$ cat src/sv/pafit_pkg.sv
`default_nettype none

package pafit_pkg;

    // Window and iteration limits
    localparam int MAX_BINS  = 256;
    localparam int MAX_STEPS = 40;

    // Field widths
    localparam int CNT_W   = 16;
    localparam int BASE_W  = 32;
    localparam int FIX_W   = 32;
    localparam int TPL_W   = 16;
    localparam int BIN_W   = CNT_W + BASE_W + FIX_W + TPL_W;
    localparam int AMPC_W  = 32;
    localparam int MASS_W  = 24;
    localparam int BG_W    = 32;
    localparam int STEP_W  = 6;
    localparam int OUT_W   = 64;

    // Internal widths
    localparam int IDX_W   = $clog2(MAX_BINS);
    localparam int NB_W    = $clog2(MAX_BINS + 1);
    localparam int S_W     = 17;
    localparam int AMP_W   = 40;
    localparam int MU_W    = 44;
    localparam int R_W     = 48;
    localparam int Q_W     = 48;
    localparam int G_W     = 48;
    localparam int H_W     = 64;
    localparam int SEED_W  = 48;
    localparam int RES_W   = 36;
    localparam int DIV_W   = 64;

    // Configuration register indexes
    localparam int CFG_IDX_W = 2;
    localparam logic [CFG_IDX_W-1:0] CFG_MAX_AMP    = 2'd0;
    localparam logic [CFG_IDX_W-1:0] CFG_MASS_FLOOR = 2'd1;
    localparam logic [CFG_IDX_W-1:0] CFG_BACKGROUND = 2'd2;

    localparam logic [AMPC_W-1:0] MAX_AMP_RESET = 32'd65536000;

    // Divider operand selection
    localparam logic [2:0] DIV_S  = 3'd0;   // template / mass
    localparam logic [2:0] DIV_R  = 3'd1;   // count / mu
    localparam logic [2:0] DIV_HT = 3'd2;   // q*s / mu
    localparam logic [2:0] DIV_D  = 3'd3;   // |grad| / curvature
    localparam logic [2:0] DIV_F  = 3'd4;   // amplitude / mass

    typedef struct packed {
        logic       load;
        logic       calc_upper;
        logic       seed_amp;
        logic       pass_init;
        logic       rd_bin;
        logic       div_start;
        logic [2:0] div_sel;
        logic       mul_as;
        logic       calc_mu;
        logic       mul_sr;
        logic       mul_qs;
        logic       acc_bin;
        logic       apply_step;
        logic       out_load;
    } pafit_cmd_t;

    typedef struct packed {
        logic mass_ok;
        logic last_idx;
        logic pass_stop;
        logic step_stop;
        logic div_busy;
        logic out_free;
    } pafit_sts_t;

endpackage

`default_nettype wire

$ cat src/sv/pafit_ctrl.sv
`default_nettype none

module pafit_ctrl
    import pafit_pkg::*;
(
    input  wire logic       clk,
    input  wire logic       rst_n,
    input  wire logic       in_valid,
    input  wire logic       in_last,
    output      logic       in_ready,
    input  wire pafit_sts_t sts,
    output      pafit_cmd_t cmd
);

    localparam logic [4:0] ST_IDLE  = 5'd0;
    localparam logic [4:0] ST_CHECK = 5'd1;
    localparam logic [4:0] ST_SEED  = 5'd2;
    localparam logic [4:0] ST_PASS  = 5'd3;
    localparam logic [4:0] ST_RD    = 5'd4;
    localparam logic [4:0] ST_DS    = 5'd5;
    localparam logic [4:0] ST_WS    = 5'd6;
    localparam logic [4:0] ST_MUL1  = 5'd7;
    localparam logic [4:0] ST_MU    = 5'd8;
    localparam logic [4:0] ST_DR    = 5'd9;
    localparam logic [4:0] ST_WR    = 5'd10;
    localparam logic [4:0] ST_MUL2  = 5'd11;
    localparam logic [4:0] ST_MUL3  = 5'd12;
    localparam logic [4:0] ST_DH    = 5'd13;
    localparam logic [4:0] ST_WH    = 5'd14;
    localparam logic [4:0] ST_ACC   = 5'd15;
    localparam logic [4:0] ST_ENDP  = 5'd16;
    localparam logic [4:0] ST_WD    = 5'd17;
    localparam logic [4:0] ST_STEP  = 5'd18;
    localparam logic [4:0] ST_FIN   = 5'd19;
    localparam logic [4:0] ST_WF    = 5'd20;
    localparam logic [4:0] ST_RES   = 5'd21;

    logic [4:0] state_reg;
    logic [4:0] state_next;

    always_ff @(posedge clk or negedge rst_n)
    begin
        if (!rst_n)
        begin
            state_reg <= ST_IDLE;
        end
        else
        begin
            state_reg <= state_next;
        end
    end

    // Sequencing of load, Newton passes and result
    always_comb
    begin
        state_next = state_reg;
        cmd        = '0;
        in_ready   = 1'b0;
        case (state_reg)
            ST_IDLE:
            begin
                in_ready = 1'b1;
                cmd.load = in_valid;
                if (in_valid && in_last)
                begin
                    state_next = ST_CHECK;
                end
            end
            ST_CHECK:
            begin
                cmd.calc_upper = 1'b1;
                state_next = sts.mass_ok ? ST_SEED : ST_RES;
            end
            ST_SEED:
            begin
                cmd.seed_amp = 1'b1;
                state_next = ST_PASS;
            end
            ST_PASS:
            begin
                cmd.pass_init = 1'b1;
                state_next = ST_RD;
            end
            ST_RD:
            begin
                cmd.rd_bin = 1'b1;
                state_next = ST_DS;
            end
            ST_DS:
            begin
                cmd.div_start = 1'b1;
                cmd.div_sel   = DIV_S;
                state_next = ST_WS;
            end
            ST_WS:
            begin
                if (!sts.div_busy)
                begin
                    state_next = ST_MUL1;
                end
            end
            ST_MUL1:
            begin
                cmd.mul_as = 1'b1;
                state_next = ST_MU;
            end
            ST_MU:
            begin
                cmd.calc_mu = 1'b1;
                state_next = ST_DR;
            end
            ST_DR:
            begin
                cmd.div_start = 1'b1;
                cmd.div_sel   = DIV_R;
                state_next = ST_WR;
            end
            ST_WR:
            begin
                if (!sts.div_busy)
                begin
                    state_next = ST_MUL2;
                end
            end
            ST_MUL2:
            begin
                cmd.mul_sr = 1'b1;
                state_next = ST_MUL3;
            end
            ST_MUL3:
            begin
                cmd.mul_qs = 1'b1;
                state_next = ST_DH;
            end
            ST_DH:
            begin
                cmd.div_start = 1'b1;
                cmd.div_sel   = DIV_HT;
                state_next = ST_WH;
            end
            ST_WH:
            begin
                if (!sts.div_busy)
                begin
                    state_next = ST_ACC;
                end
            end
            ST_ACC:
            begin
                cmd.acc_bin = 1'b1;
                state_next = sts.last_idx ? ST_ENDP : ST_RD;
            end
            ST_ENDP:
            begin
                if (sts.pass_stop)
                begin
                    state_next = ST_FIN;
                end
                else
                begin
                    cmd.div_start = 1'b1;
                    cmd.div_sel   = DIV_D;
                    state_next = ST_WD;
                end
            end
            ST_WD:
            begin
                if (!sts.div_busy)
                begin
                    state_next = ST_STEP;
                end
            end
            ST_STEP:
            begin
                cmd.apply_step = 1'b1;
                state_next = sts.step_stop ? ST_FIN : ST_PASS;
            end
            ST_FIN:
            begin
                cmd.div_start = 1'b1;
                cmd.div_sel   = DIV_F;
                state_next = ST_WF;
            end
            ST_WF:
            begin
                if (!sts.div_busy)
                begin
                    state_next = ST_RES;
                end
            end
            ST_RES:
            begin
                if (sts.out_free)
                begin
                    cmd.out_load = 1'b1;
                    state_next = ST_IDLE;
                end
            end
            default:
            begin
                state_next = ST_IDLE;
            end
        endcase
    end

endmodule

`default_nettype wire

$ cat config.mk
export PLATFORM = sky130hd
export DESIGN_NAME = pafit_ctrl
export DESIGN_NICKNAME = d
export VERILOG_FILES = /design/src/sv/pafit_pkg.sv /design/src/sv/pafit_ctrl.sv
export SDC_FILE = /design/constraint.sdc
export NUM_CORES = 1
export LEC_CHECK = 0
export ABC_AREA = 1
export BUFFER_PORTS_ARGS = -buffer_cell sky130_fd_sc_hd__buf_2
export CORE_MARGIN = 2
export CORE_UTILIZATION = 40
export CTS_BUF_LIST = sky130_fd_sc_hd__clkbuf_8
export CTS_CLUSTER_SIZE = 10
export DETAILED_ROUTE_END_ITERATION = 8
export GPL_TIMING_DRIVEN = 0
export PLACE_DENSITY = 0.67
export SYNTH_ARGS = -nofsm -noshare
export SYNTH_HDL_FRONTEND = slang
export SYNTH_SLANG_ARGS = --single-unit
export TNS_END_PERCENT = 1
$ cat constraint.sdc
create_clock -name clk -period 2.2 [get_ports clk]
set_input_delay 0.22 -clock clk [delete_from_list [all_inputs] [get_ports clk]]
set_output_delay 0.22 -clock clk [all_outputs]
set_load 0.03 [all_outputs]
# Yosys cells after proc, flatten, opt, wreduce, memory -nomap -nowiden

Cells that the tools add are included.

Flip-flop bits (word level): 5
Bits in latches: 0
RAM bits: 0
Bits in read-only memories: 0
Bits of input ports: 10
Output and inout port bits: 17
Logic and storage cells: 60
Memories: 0

$add $sub $neg: 0
Multiply operators: 0
Div/mod/pow operators: 0
Order comparisons: 0
Equal/unequal tests: 28
Shift operators: 0
Multiplexer cells: 28
Bitwise gates (word level): 0
Reduce and logical (&&, ||, !) cells: 3

Operator list:

| operator           | count |
|---|---|
| $pmux 5 s22        | 1 |
| $mux 5             | 10 |
| $eq 5x4->1 const B | 8 |
| $eq 5x5->1 const B | 6 |
| $eq 5x3->1 const B | 4 |
| $pmux 4 s5         | 1 |
| $mux 1             | 14 |
| $ne 2x2->1 const B | 7 |
| $eq 5x2->1 const B | 2 |
| $reduce_and 7->1   | 1 |
| $eq 5x1->1 const B | 1 |
| $logic_not 5->1    | 1 |
| $mux 4             | 1 |
| $mux 2             | 1 |
| $logic_and 1x1->1  | 1 |

# Logic depth before layout (Yosys ltp)

Word-level depth: 3
Gate-level depth with buffers: 9
Gate-level depth less buffers: 9

# Least setup slack after synthesis

No wires, ideal clock.

Path type: register -> output
Start: register state_reg[4]
End: output cmd[13] in the netlist's numbering
Arrival: 1.534 ns
Required time: 1.980 ns
Slack: 0.446 ns
Stages on the path, launching flop included: 3
Path buffers: 1
Cells stage by stage: dfrtp_1 buf_4 nor4_1

RTL lines:

| item                     | line             | text |
|---|---|---|
| start: declaration       | pafit_ctrl.sv:38 | `logic [4:0] state_reg;` |
| start signal: assignment | pafit_ctrl.sv:49 | `state_reg <= state_next;` |
| end: declaration         | pafit_ctrl.sv:12 | `output pafit_cmd_t cmd` |

==> impl_results.md <==
* Critical path origin: state_reg[3]
* Post-synth top area share at 24.91%
* Asr flop ratio synth at 100.0%
* Worst Setup EP: cmd[10]
* Clock Latency Late Sink at 0.22 ns
* First-pass DRT Iterations at 4
* Multi-input logic area at 451.7 um^2
* Worst Hold Margin at 0.3071 ns
* First-pass GRT wire length at 2973 um
* Final Skew at 0.0007982 ns
* Post-synthesis mux area share at 0%
* Post-CTS setup buffers at 0
* CP Capture Type: output pin
* Crit-path cells: nor2_4, nand2_2, nor2_1, nand2_1, o2111ai_1, buf_2
* Post-synthesis adder-cell area fraction at 0%
* Status: finished, final reports clean
* Layout net count at 168
* FF-to-FF setup slack at 0.79 ns
* Post-route antenna net violation count at 0
* Req. time, crit path at 1.98 ns
* Main synth FF type: dfrtp_1
* Gr busiest metal: met2
* Port Buffers at 26
* Reg2reg end: state_reg[4]
* Initial core utilization at 43.99%
* Core ar. at 1541 um^2
* Vias at 879
* Max reg flops at 5
* Synth-to-layout area growth at 30.26%
* Max Slew Vio Count at 0
* Netlist cell types at 20
* CTS root buffer: clkbuf_8
* Rel. slew slack at 75.13%
* Seq/Total Area, Yosys at 18.45%
* Met3 usage at 3.600%
* Fin crit period at 1.835 ns
* Antenna violations before repair at 0
* Die width at 45.18 um
* Post-synth top area cell: nand2_1
* Gate Count Post-Synth at 126
* CTS tree: done
* Die H at 45.18 um
* Full die area at 2041 um^2
* Maximum number of pins on one net before global-route repair at 11
* Count leader, synth: nand2_1
* Register area at 125.1 um^2
* Syn Std Cell Area at 678.2 um^2
* # diodes at 0
* Worst R2R Start: state_reg[3]
* CTS buffer count at 3
* PwrDens at 1382 nW/um^2
* Tightest Pin Transition at 0.3702 ns
* Vias in the first global route at 752
* FMAX at 545.0 MHz
* Worst-path clk slew at 0.03 ns
* Setup TNS at 0 ns
* Synth Warn # at 0
* WS Path Type: reg -> out
* Post-DP HPWL at 1498 um
* Unrepaired setup endpoints after global routing: false
* Drt initial violations at 19
* P_leak at 0.5978 nW
* Rows at 14
* Vias per cell at 5.081
* Final Hold Vio Count at 0
* Synth Area in Compound Gates at 9.779%
* Final Cycle Share at 83.40%
* Max_cap viols at 0
* Met1 GRT Util at 26.29%
* # DRC at 0
* WL per Instance at 10.42 um
* Filler cells at 166
* CTS max path bufs at 2
* Resize count post-CTS at 0
* Synth cell count leaders: 45 x nand2_1, 20 x inv_1, 18 x nor2_1
* Area contributors post-synth: nand2_1 25%, dfrtp_1 18%, inv_1 11%, nor2_1 10%, nand3_1 5.9%
* Post-CTS Hold Fix Bufs at 1
* Gr usage total at 19.97%
* Largest family of logic cells by synthesized area: simple AND/OR/NAND/NOR gates
* Post-synthesis xor/xnor area fraction at 0%
* Startpoint types: flip-flop
* Post-synth EDFFs at 0
* H-tree levels at 1
* Post-Route WL at 1803 um
* Largest stage delay, worst path at 0.45 ns
* Critical path peak fanout at 6
* Worst path slowest cell: dfrtp_1
* Reg2reg path depth at 7
* Gr ovfl total at 0
* Simple-Gate Fraction of Synth Area at 56.83%
* WP data arrival at 1.61 ns
* GP Congestion at 0.8202
* Min-Delay Path Class: in -> reg
* VDD IR-drop max at 0.0007487 V
* Finish-stage setup viols at 0
* Met2 Use GR at 31.14%
* Sink Count at 5
* Synthesized flop and latch total at 5
* Avg Cell Area, Syn at 5.382 um^2
* Share of cells above drive strength 1 at 29.94%
* I/O pin total at 27
* Syn nets at 136
[worst min path at each step]
stage          startpoint           end  slack, ns  cells past startpoint
2_1_floorplan       rst_n  state_reg[0]      -0.08                      0
3_3_place_gp        rst_n  state_reg[0]       0.03                      1
3_5_place_dp        rst_n  state_reg[0]       0.04                      1
4_1_cts            sts[1]  state_reg[4]       0.31                      4
5_1_grt            sts[1]  state_reg[1]       0.32                      4
6_report           sts[1]  state_reg[2]       0.31                      4
[layout by cell type, fill, tap and decap left out, types with 3 or more instances in the layout]
cell type and n:
nand2_2 3, buf_2 26, clkbuf_8 3, nor2_2 4
nand2_1 45, o21ai_0 3, nor2_1 18, dfrtp_1 5
inv_1 21, nand3_1 8, inv_2 3
[cell type report]
type | instances | share of cell area [%]
timing repair buffer | 27 | 15.86
sequential | 5 | 14.16
inverter | 23 | 9.773
multi-input combinational | 96 | 51.13
clock buffer | 3 | 4.674
buffer | 2 | 1.700
clock inverter | 1 | 0.4249
tap | 16 | 2.266
[layer usage]
metal  wire, um  vias to the layer above
li1           -                      450
met1        795                      396
met2        897                       28
met3         71                        5
met4         38                        0
met5          0                        -
[metrics by stage]
step	setup WS, ns	cells	util, %	cell area [um^2]	power, mW
floorplan	0.4457	126	-	678.2	0.8560
global placement	0.6615	168	53.73	828.3	1.050
detailed placement	0.6397	168	53.73	828.3	1.056
CTS	0.3962	173	57.31	883.3	1.223
global route	0.2907	173	57.31	883.3	1.344
finish	0.3653	173	57.31	883.3	1.220
[report_power, final]
part / switching [mW] / internal (mW)
sequential: 0.0485 / 0.134
clock: 0.0409 / 0.119
combinational: 0.617 / 0.260
total: 0.707 / 0.514
[cells by family (layout without fill, tap and decap cells)]
| kind of cell | count (synthesis) | count (layout) |
|---|---|---|
| DFF | 5 | 5 |
| and+or+nand+nor | 86 | 86 |
| buffers and inverters | 25 | 56 |
| AOI/OAI and AO/OA | 10 | 10 |
[worst max-delay path: cells and delay by family (launching register included)]
| kind | cells | cell delay (ns) |
|---|---|---|
| AND/OR/NAND/NOR | 4 | 0.61 |
| flip-flops | 1 | 0.45 |
| AO/OA/AOI/OAI | 1 | 0.11 |
| buffers and inverters | 1 | 0.23 |
No activity file was read; power rests on OpenSTA's default activity.
